[src/hdl/rmcv_pkg.sv]
// Shared types and codes of the register-mode CV programming sequencer.
// No dependencies; used by the sequencer core, the top level and the checker.
package rmcv_pkg;

  localparam logic [2:0] OP_DONE       = 3'd0;
  localparam logic [2:0] OP_READ_BYTE  = 3'd1;
  localparam logic [2:0] OP_WRITE_BYTE = 3'd2;
  localparam logic [2:0] OP_READ_BIT   = 3'd3;
  localparam logic [2:0] OP_WRITE_BIT  = 3'd4;
  localparam logic [2:0] OP_VERIFY     = 3'd5;
  localparam logic [2:0] OP_FACTORY    = 3'd6;

  localparam logic [2:0] RES_SUCCESS     = 3'd0;
  localparam logic [2:0] RES_ERROR       = 3'd1;
  localparam logic [2:0] RES_BUSY        = 3'd2;
  localparam logic [2:0] RES_VERIFY_FAIL = 3'd3;
  localparam logic [2:0] RES_NO_ACK      = 3'd4;

  localparam logic [1:0] PROG_READ   = 2'd0;
  localparam logic [1:0] PROG_WRITE  = 2'd1;
  localparam logic [1:0] PROG_VERIFY = 2'd2;

  localparam logic [10:0] CV_CONFIG        = 11'd29;
  localparam logic [10:0] CV_ACC_ADDR_LOW  = 11'd513;
  localparam logic [10:0] CV_ACC_ADDR_HIGH = 11'd520;
  localparam logic [7:0]  SCAN_LAST        = 8'd255;
  localparam logic [3:0]  RESET_REG        = 4'd8;

  typedef struct packed {
    logic [2:0]  opcode;
    logic [10:0] cv_num;
    logic        decoder_is_accessory;
    logic [7:0]  data_value;
    logic [3:0]  bit_pos;
    logic        bit_val;
    logic        primitive_ack;
    logic        primitive_refuses;
  } item_t;

  typedef struct packed {
    logic        start_accepted;
    logic        issue_command;
    logic        command_is_write;
    logic [3:0]  command_register;
    logic [7:0]  command_value;
    logic        progress_valid;
    logic [1:0]  progress_phase;
    logic [7:0]  progress_step;
    logic        done_res;
    logic [2:0]  done_result;
    logic [7:0]  done_value;
  } result_t;

endpackage

[src/hdl/rmcv_seq.sv]
// Sequencer core: operation state and the decode of one item into one result.
// Depends on rmcv_pkg. State advances only on an accepted item.
module rmcv_seq (
  input  logic             clk,
  input  logic             rst_n,
  input  logic             step_en,
  input  rmcv_pkg::item_t  item,
  output rmcv_pkg::result_t res
);
  import rmcv_pkg::*;

  typedef enum logic [3:0] {
    PH_IDLE          = 4'd0,
    PH_READ_CV       = 4'd1,
    PH_WRITE_CV      = 4'd2,
    PH_WRITE_CV_VFY  = 4'd3,
    PH_READ_BIT      = 4'd4,
    PH_WBIT_READ     = 4'd5,
    PH_WBIT_WRITE    = 4'd6,
    PH_WBIT_VERIFY   = 4'd7,
    PH_FACTORY       = 4'd8,
    PH_VERIFY_VALUE  = 4'd9
  } phase_t;

  phase_t      phase_r, phase_nxt;
  logic [3:0]  target_r, target_nxt;
  logic [2:0]  bit_index_r, bit_index_nxt;
  logic        bit_to_write_r, bit_to_write_nxt;
  logic [7:0]  held_r, held_nxt;
  logic [7:0]  cand_r, cand_nxt;
  logic [7:0]  step_r, step_nxt;

  logic [3:0]  reg_sel;
  logic        bit_bad;
  logic [7:0]  bit_mask;

  function automatic logic [3:0] map_cv(input logic [10:0] cv, input logic acc);
    logic [3:0] r;
    r = 4'd0;
    if (!acc) begin
      if (cv >= 11'd1 && cv <= 11'd4) r = cv[3:0];
      else if (cv == CV_CONFIG) r = 4'd5;
      else if (cv == 11'd7) r = 4'd7;
      else if (cv == 11'd8) r = 4'd8;
    end else begin
      if (cv == CV_ACC_ADDR_LOW) r = 4'd1;
      else if (cv == 11'd7) r = 4'd7;
      else if (cv == CV_ACC_ADDR_HIGH) r = 4'd8;
    end
    return r;
  endfunction

  always_comb begin
    phase_nxt        = phase_r;
    target_nxt       = target_r;
    bit_index_nxt    = bit_index_r;
    bit_to_write_nxt = bit_to_write_r;
    held_nxt         = held_r;
    cand_nxt         = cand_r;
    step_nxt         = step_r;
    res              = '0;
    reg_sel  = map_cv(item.cv_num, item.decoder_is_accessory);
    bit_bad  = (item.opcode inside {OP_READ_BIT, OP_WRITE_BIT}) && (item.bit_pos > 4'd7);
    bit_mask = 8'd1 << bit_index_r;

    case (item.opcode)
      OP_DONE: begin
        case (phase_r)
          PH_READ_CV, PH_READ_BIT, PH_WBIT_READ: begin
            step_nxt           = step_r + 8'd1;
            res.progress_valid = 1'b1;
            res.progress_phase = PROG_READ;
            res.progress_step  = step_r + 8'd1;
            if (item.primitive_ack) begin
              if (phase_r == PH_WBIT_READ) begin
                held_nxt  = bit_to_write_r ? (cand_r | bit_mask) : (cand_r & ~bit_mask);
                phase_nxt = PH_WBIT_WRITE;
                res.issue_command    = 1'b1;
                res.command_is_write = 1'b1;
                res.command_register = target_r;
                res.command_value    = held_nxt;
                if (item.primitive_refuses) begin
                  phase_nxt       = PH_IDLE;
                  res.done_res    = 1'b1;
                  res.done_result = RES_BUSY;
                end
              end else begin
                phase_nxt       = PH_IDLE;
                res.done_res    = 1'b1;
                res.done_result = RES_SUCCESS;
                res.done_value  = (phase_r == PH_READ_BIT) ?
                                  {7'd0, cand_r[bit_index_r]} : cand_r;
              end
            end else if (cand_r == SCAN_LAST) begin
              phase_nxt       = PH_IDLE;
              res.done_res    = 1'b1;
              res.done_result = RES_ERROR;
            end else begin
              cand_nxt = cand_r + 8'd1;
              res.issue_command    = 1'b1;
              res.command_register = target_r;
              res.command_value    = cand_r + 8'd1;
              if (item.primitive_refuses) begin
                phase_nxt       = PH_IDLE;
                res.done_res    = 1'b1;
                res.done_result = RES_BUSY;
              end
            end
          end
          PH_WRITE_CV, PH_WBIT_WRITE: begin
            if (phase_r == PH_WRITE_CV) begin
              step_nxt           = step_r + 8'd1;
              res.progress_valid = 1'b1;
              res.progress_phase = PROG_WRITE;
              res.progress_step  = step_r + 8'd1;
            end
            // the write's own ACK is ignored: the verify decides
            phase_nxt = (phase_r == PH_WRITE_CV) ? PH_WRITE_CV_VFY : PH_WBIT_VERIFY;
            res.issue_command    = 1'b1;
            res.command_register = target_r;
            res.command_value    = held_r;
            if (item.primitive_refuses) begin
              phase_nxt       = PH_IDLE;
              res.done_res    = 1'b1;
              res.done_result = RES_BUSY;
            end
          end
          PH_WRITE_CV_VFY: begin
            step_nxt           = step_r + 8'd1;
            res.progress_valid = 1'b1;
            res.progress_phase = PROG_VERIFY;
            res.progress_step  = step_r + 8'd1;
            phase_nxt          = PH_IDLE;
            res.done_res       = 1'b1;
            res.done_result    = item.primitive_ack ? RES_SUCCESS : RES_VERIFY_FAIL;
            res.done_value     = held_r;
          end
          PH_WBIT_VERIFY: begin
            phase_nxt       = PH_IDLE;
            res.done_res    = 1'b1;
            res.done_result = item.primitive_ack ? RES_SUCCESS : RES_VERIFY_FAIL;
            res.done_value  = {7'd0, bit_to_write_r};
          end
          PH_FACTORY: begin
            phase_nxt       = PH_IDLE;
            res.done_res    = 1'b1;
            res.done_result = item.primitive_ack ? RES_SUCCESS : RES_NO_ACK;
          end
          PH_VERIFY_VALUE: begin
            phase_nxt       = PH_IDLE;
            res.done_res    = 1'b1;
            res.done_result = item.primitive_ack ? RES_SUCCESS : RES_VERIFY_FAIL;
            res.done_value  = held_r;
          end
          default: begin
          end
        endcase
      end
      OP_FACTORY: begin
        if (phase_r == PH_IDLE) begin
          step_nxt  = 8'd0;
          phase_nxt = item.primitive_refuses ? PH_IDLE : PH_FACTORY;
          res.start_accepted   = ~item.primitive_refuses;
          res.issue_command    = 1'b1;
          res.command_is_write = 1'b1;
          res.command_register = RESET_REG;
          res.command_value    = {4'd0, RESET_REG};
        end
      end
      OP_READ_BYTE, OP_WRITE_BYTE, OP_READ_BIT, OP_WRITE_BIT, OP_VERIFY: begin
        if (!bit_bad && reg_sel != 4'd0 && phase_r == PH_IDLE) begin
          target_nxt = reg_sel;
          step_nxt   = 8'd0;
          res.issue_command    = 1'b1;
          res.command_register = reg_sel;
          if (item.opcode inside {OP_WRITE_BYTE, OP_VERIFY}) begin
            held_nxt  = item.data_value;
            phase_nxt = (item.opcode == OP_WRITE_BYTE) ? PH_WRITE_CV : PH_VERIFY_VALUE;
            res.command_is_write = (item.opcode == OP_WRITE_BYTE);
            res.command_value    = item.data_value;
          end else begin
            cand_nxt = 8'd0;
            if (item.opcode != OP_READ_BYTE) bit_index_nxt = item.bit_pos[2:0];
            if (item.opcode == OP_WRITE_BIT) bit_to_write_nxt = item.bit_val;
            phase_nxt = (item.opcode == OP_READ_BYTE) ? PH_READ_CV :
                        (item.opcode == OP_READ_BIT)  ? PH_READ_BIT : PH_WBIT_READ;
          end
          // refused start: loaded fields keep their new values, block stays idle
          if (item.primitive_refuses) phase_nxt = PH_IDLE;
          res.start_accepted = ~item.primitive_refuses;
        end
      end
      default: begin
      end
    endcase
  end

  always_ff @(posedge clk) begin
    if (!rst_n) begin
      phase_r        <= PH_IDLE;
      target_r       <= 4'd0;
      bit_index_r    <= 3'd0;
      bit_to_write_r <= 1'b0;
      held_r         <= 8'd0;
      cand_r         <= 8'd0;
      step_r         <= 8'd0;
    end else if (step_en) begin
      phase_r        <= phase_nxt;
      target_r       <= target_nxt;
      bit_index_r    <= bit_index_nxt;
      bit_to_write_r <= bit_to_write_nxt;
      held_r         <= held_nxt;
      cand_r         <= cand_nxt;
      step_r         <= step_nxt;
    end
  end

endmodule

[src/hdl/register_mode_cv_programming_sequencer_top.sv]
// Register-mode CV programming sequencer, top level.
// Depends on rmcv_pkg and rmcv_seq.
//
// Input channel (in_valid / in_stall): each item is a start command or the
// completion of the last primitive with its ACK outcome. An item is taken at
// a clock edge with in_valid high and in_stall low.
// Result channel (out_valid / out_stall): exactly one result item per input
// item, in order: start outcome, primitive command to drive, progress step and
// the finish report of the operation.
// The result is registered and appears in the cycle after the item is taken;
// one item is taken per cycle while in_stall is low; the whole decode is one
// pass of logic between the sequencer state and the output register.
// Stall: the output register holds a result while out_stall is high; a new
// item is still taken in the cycle the held result leaves. in_stall is high
// only while a result is held and out_stall is high.
// Reset (rst_n low, synchronous): the sequencer returns idle with all its
// operation fields cleared and the output register empty.
module register_mode_cv_programming_sequencer_top (
  input  logic        clk,
  input  logic        rst_n,
  input  logic        in_valid,
  output logic        in_stall,
  input  logic [2:0]  in_opcode,
  input  logic [10:0] in_cv_num,
  input  logic        in_decoder_is_accessory,
  input  logic [7:0]  in_data_value,
  input  logic [3:0]  in_bit_pos,
  input  logic        in_bit_val,
  input  logic        in_primitive_ack,
  input  logic        in_primitive_refuses,
  output logic        out_valid,
  input  logic        out_stall,
  output logic        out_start_accepted,
  output logic        out_issue_command,
  output logic        out_command_is_write,
  output logic [3:0]  out_command_register,
  output logic [7:0]  out_command_value,
  output logic        out_progress_valid,
  output logic [1:0]  out_progress_phase,
  output logic [7:0]  out_progress_step,
  output logic        out_done_res,
  output logic [2:0]  out_done_result,
  output logic [7:0]  out_done_value
);
  import rmcv_pkg::*;

  item_t   item;
  result_t res;
  result_t res_r;
  logic    out_valid_r, out_valid_nxt;
  logic    accept;

  assign item = '{
    opcode:               in_opcode,
    cv_num:               in_cv_num,
    decoder_is_accessory: in_decoder_is_accessory,
    data_value:           in_data_value,
    bit_pos:              in_bit_pos,
    bit_val:              in_bit_val,
    primitive_ack:        in_primitive_ack,
    primitive_refuses:    in_primitive_refuses
  };

  assign in_stall = out_valid_r & out_stall;
  assign accept   = in_valid & ~in_stall;

  rmcv_seq u_seq (
    .clk     (clk),
    .rst_n   (rst_n),
    .step_en (accept),
    .item    (item),
    .res     (res)
  );

  always_comb begin
    if (accept)          out_valid_nxt = 1'b1;
    else if (!out_stall) out_valid_nxt = 1'b0;
    else                 out_valid_nxt = out_valid_r;
  end

  always_ff @(posedge clk) begin
    if (!rst_n) begin
      out_valid_r <= 1'b0;
    end else begin
      out_valid_r <= out_valid_nxt;
    end
  end

  always_ff @(posedge clk) begin
    if (accept) begin
      res_r <= res;
    end
  end

  assign out_valid            = out_valid_r;
  assign out_start_accepted   = res_r.start_accepted;
  assign out_issue_command    = res_r.issue_command;
  assign out_command_is_write = res_r.command_is_write;
  assign out_command_register = res_r.command_register;
  assign out_command_value    = res_r.command_value;
  assign out_progress_valid   = res_r.progress_valid;
  assign out_progress_phase   = res_r.progress_phase;
  assign out_progress_step    = res_r.progress_step;
  assign out_done_res         = res_r.done_res;
  assign out_done_result      = res_r.done_result;
  assign out_done_value       = res_r.done_value;

endmodule

[config.mk]
export PLATFORM = sky130hd
export DESIGN_NAME = register_mode_cv_programming_sequencer_top
export DESIGN_NICKNAME = d
export VERILOG_FILES = /design/src/hdl/rmcv_pkg.sv /design/src/hdl/rmcv_seq.sv /design/src/hdl/register_mode_cv_programming_sequencer_top.sv
export SDC_FILE = /design/constraint.sdc
export NUM_CORES = 1
export LEC_CHECK = 0
export BUFFER_PORTS_ARGS = -buffer_cell sky130_fd_sc_hd__buf_2
export CAP_MARGIN = 20
export CORE_AREA = 3 3 105 107
export DETAILED_ROUTE_END_ITERATION = 10
export DIE_AREA = 0 0 108 110
export GPL_TIMING_DRIVEN = 0
export PLACE_DENSITY = 0.7
export SYNTH_ARGS = -nofsm -noshare
export SYNTH_HDL_FRONTEND = slang
export SYNTH_HIERARCHICAL = 1
export SYNTH_SLANG_ARGS = --single-unit
[constraint.sdc]
create_clock -name clk -period 3.7 [get_ports clk]
set_input_delay 0.185 -clock clk [delete_from_list [all_inputs] [get_ports clk]]
set_output_delay 0.185 -clock clk [all_outputs]
set_load 0.005 [all_outputs]
==> metrics.sh <==
ADDER_CELL_SHARE_OF_THE_SYNTHESIZED_AREA=0.00522
CLKTRANSATPATHREGS_NS=0.08
SLEW_HEADROOM=0.188
SYN2LAYOUT_AREA_GROWTH_PCT=15.6
CTS_MAX_PATH_BUFFERS=2
DIE_AREA_UM2=11900
CTS_TREE='yes'
SYNTH.AVG_CELL_AREA_UM2=8.68
CORE_REGION_AREA_UM2=10200
ANTENNA_FOUND_INITIAL=0
CTS-RESIZED-GATES=0
SYNTH_EDF_COUNT=38
HOLD_VIOLATIONS=0
HPWLAFTERDP_MM=9.71
WORSTSKEWPAIRLATENCY_NS=0.36
GRT_SETUP_UNREPAIRED='no'
WORST_EP_ARRIVAL_TIME_NS=2.99
PLACE.PORT_BUFFERS=69
YS_SEQ_ELEMENTS=75
GRT_USAGE=0.229
VDD_IR_DROP_MAX_uV=204
FRACTION_OF_FINAL_LAYOUT_CELLS_SIZED_BEYOND_DRIVE_STRENGTH_1=0.175
CLK_SKEW_NS=0.0126
ROUTABILITY_CONGESTION_ESTIMATE=0.904
DIE_Y_UM=110
REMAINING_OVERFLOW_GRT=0
CTS_MAX_LEVEL=3
CP-END-KIND='register'
CORE.ROWCOUNT=37
SYNTH-MAIN-FF-CELL='edfxtp_1'
DRC=0
FLOORPLAN.INITIALDENSITY=0.468
YS.WARNINGS.COUNT=6
COMBINATIONAL_FAMILY_WITH_THE_MOST_AREA_AFTER_SYNTHESIS='simple AND/OR/NAND/NOR gates'
WORST_EP_REQUIRED_TIME_NS=3.90
DIODES=0
POWER.TOTAL_mW=1.72
SYNTH.NET_COUNT=588
ANT_NETS=0
MAX-CAP-VIOLATIONS=0
PATH_CLASS='register to register'
VIA_COUNT=4543
WORST_SETUP_PATH_START_KIND='register'
WL_MM=13.3
WORSTMARGINPINSLEW_NS=1.22
VIAS_PER_CELL=5.85
DETAIL_ROUTE.WL_PER_CELL_UM=17.2
WIRE_LENGTH_OF_THE_FIRST_GLOBAL_ROUTING_PASS_MM=21.0
COMPOUND_GATE_PORTION_OF_THE_SYNTHESIZED_AREA=0.191
CTS_SETUP_BUFFERS=0
TRITONCTS_NUM_SINKS=75
SYNTH.TOP_CELL.AREA_SHARE=0.238
FINAL_MAX_SLEW_VIOL_COUNT=0
NUM_CTS_BUFFERS=9
RUN_STATUS='finished, final reports clean'
MAXCLOCKFREQUENCY_MHz=359
FINAL.PERIOD_UTILIZATION=0.752
GRT_PASS1_VIAS=4044
HP-CLASS='primary input to register'
TOTAL_STANDARD_CELL_AREA_AFTER_SYNTHESIS_UM2=4790
SYNTH_XOR_AREA_FRAC=0.0274
DIE_W_UM=108
NNETSFINAL=671
DETAILEDROUTE.FIRSTITERATIONVIOLATIONS=398
SEQ_AREA_FRAC_SYNTH=0.393
NUM_IO_PINS=74
DRT_PASS1_ITERATIONS=5
SYNTH-SIMPLE-AREA-SHARE=0.264
CLOCKROOTBUFFER='clkbuf_8'
MIN_PERIOD_NS=2.78
HOLD_BUFFERS=0
ASYNC_RESET_FF_FRAC=0
WORSTPATHMAXFANOUT=7
FINAL-SETUP-VIOL-COUNT=0
GRT_START_MAX_NET_PINS=30
POWER_DENS_CELLS_nW_PER_UM2=311
POST_SYNTH_NUM_CELL_TYPES=72
POST_SYNTH_MUX_AREA_SHARE=0.0752
FINAL.SETUP.TNS_NS=0
POSTSYNTHCELLCOUNT=552
P_LEAK_nW=2.03
SYNTH.AREA.TOP_CELLS='edfxtp_1 24%, dfxtp_1 15%, nand2_1 5.9%'
YOSYS.AREA.TOP_TYPE='edfxtp_1'
[worst paths after layout]
kind	start	to	slack, ns	cells after the start
worst max-delay path	u_seq/phase_r[0]$_SDFFE_PN0P_	out_command_register[3]$_DFFE_PP_	0.92	8
worst min-delay path	rst_n	out_valid$_SDFFE_PN0P_	0.05	2
worst max register to register	u_seq/phase_r[0]$_SDFFE_PN0P_	out_command_register[3]$_DFFE_PP_	0.92	8
worst min register to register	u_seq/step_r[1]$_SDFFE_PN0P_	u_seq/step_r[1]$_SDFFE_PN0P_	0.49	2
[cell type report]
cell class,instances,area (um2)
inverters,8,30.0
plain buffers,43,181
clock inverters,5,52.6
fillers,981,4690
multi-input cells,426,2710
repair buffers,72,375
clock buffers,11,141
well taps,136,170
flip-flops and latches,75,1880
[worst max-delay path, cell delays in order, from the launching register on]
cell and delay, ns:
dfxtp_1 0.32, clkbuf_1 0.33, nor2_1 0.09, nor4_1 0.65
buf_2 0.28, nand2_1 0.20, a21oi_1 0.43, a21boi_0 0.16
o22ai_1 0.16
[stage by stage]
stage | setup WS, ns | utilization | instances | hold WS [ns] | instance area, um2
5_1_grt | 0.742 | 0.541 | 776 | 0.0596 | 5540
2_1_floorplan | 0.626 | - | 552 | 0.302 | 4790
3_5_place_dp | 0.757 | 0.522 | 759 | 0.414 | 5340
4_1_cts | 0.985 | 0.541 | 775 | 0.0369 | 5530
6_report | 0.918 | 0.541 | 776 | 0.0488 | 5540
3_3_place_gp | -0.0960 | 0.519 | 757 | 0.407 | 5310
[cells in the final DEF (no fill, tap or decap), types with 12 or more instances in the layout]
cell,count
nand2_1,75
buf_2,72
nor2_1,51
clkbuf_1,39
edfxtp_1,38
dfxtp_1,37
mux2i_1,27
o21ai_0,22
nand3_1,19
a21oi_1,17
nor3_1,15
nand2b_1,15
nor2b_1,12
[power by group]
part	switching (mW)	internal, mW	total [mW]
logic	0.126	0.0719	0.197
clock network	0.301	0.327	0.628
registers	0.00483	0.892	0.897
total	0.432	1.29	1.72
[sequential cells by signal, summed over array words and instances (netlist names), 2 cells and up]
signal,count
out_progress_step,8
out_done_value,8
out_command_value,8
u_seq/held_r,8
u_seq/cand_r,8
u_seq/target_r,4
out_progress_phase,2
u_seq/bit_index_r,3
u_seq/phase_r,4
out_command_register,4
u_seq/step_r,8
out_done_result,3
[synthesized netlist by cell type (7+ instances only)]
library cell  number
a21oi_1           17
a22oi_1           10
a31oi_1            8
and2_1             7
and3_1            10
clkbuf_1          38
dfxtp_1           37
edfxtp_1          38
inv_1              8
mux2i_1           27
nand2_1           75
nand2b_1          15
nand3_1           19
nor2_1            51
nor2b_1           13
nor3_1            15
o211ai_1           8
o21ai_0           22
xnor2_1            9
[cell families (layout without fill, tap and decap cells)]
family                   Yosys count  count (layout)
AO/OA/AOI/OAI                    127             127
XOR/XNOR                          15              15
adder cells (fa/ha/maj)            2               2
buffers and inverters             51             139
flip-flops                        75              75
multiplexers                      34              34
AND/OR/NAND/NOR                  248             248
[metal layers]
layer / track usage / wire length (um) / up-vias
met3: 0.0367 / 998 / 31
met2: 0.367 / 6230 / 219
met5: 0 / 0 / -
met1: 0.311 / 5810 / 2104
met4: 0.0884 / 301 / 0
li1: - / - / 2189
No activity file was read; power rests on OpenSTA's default activity.
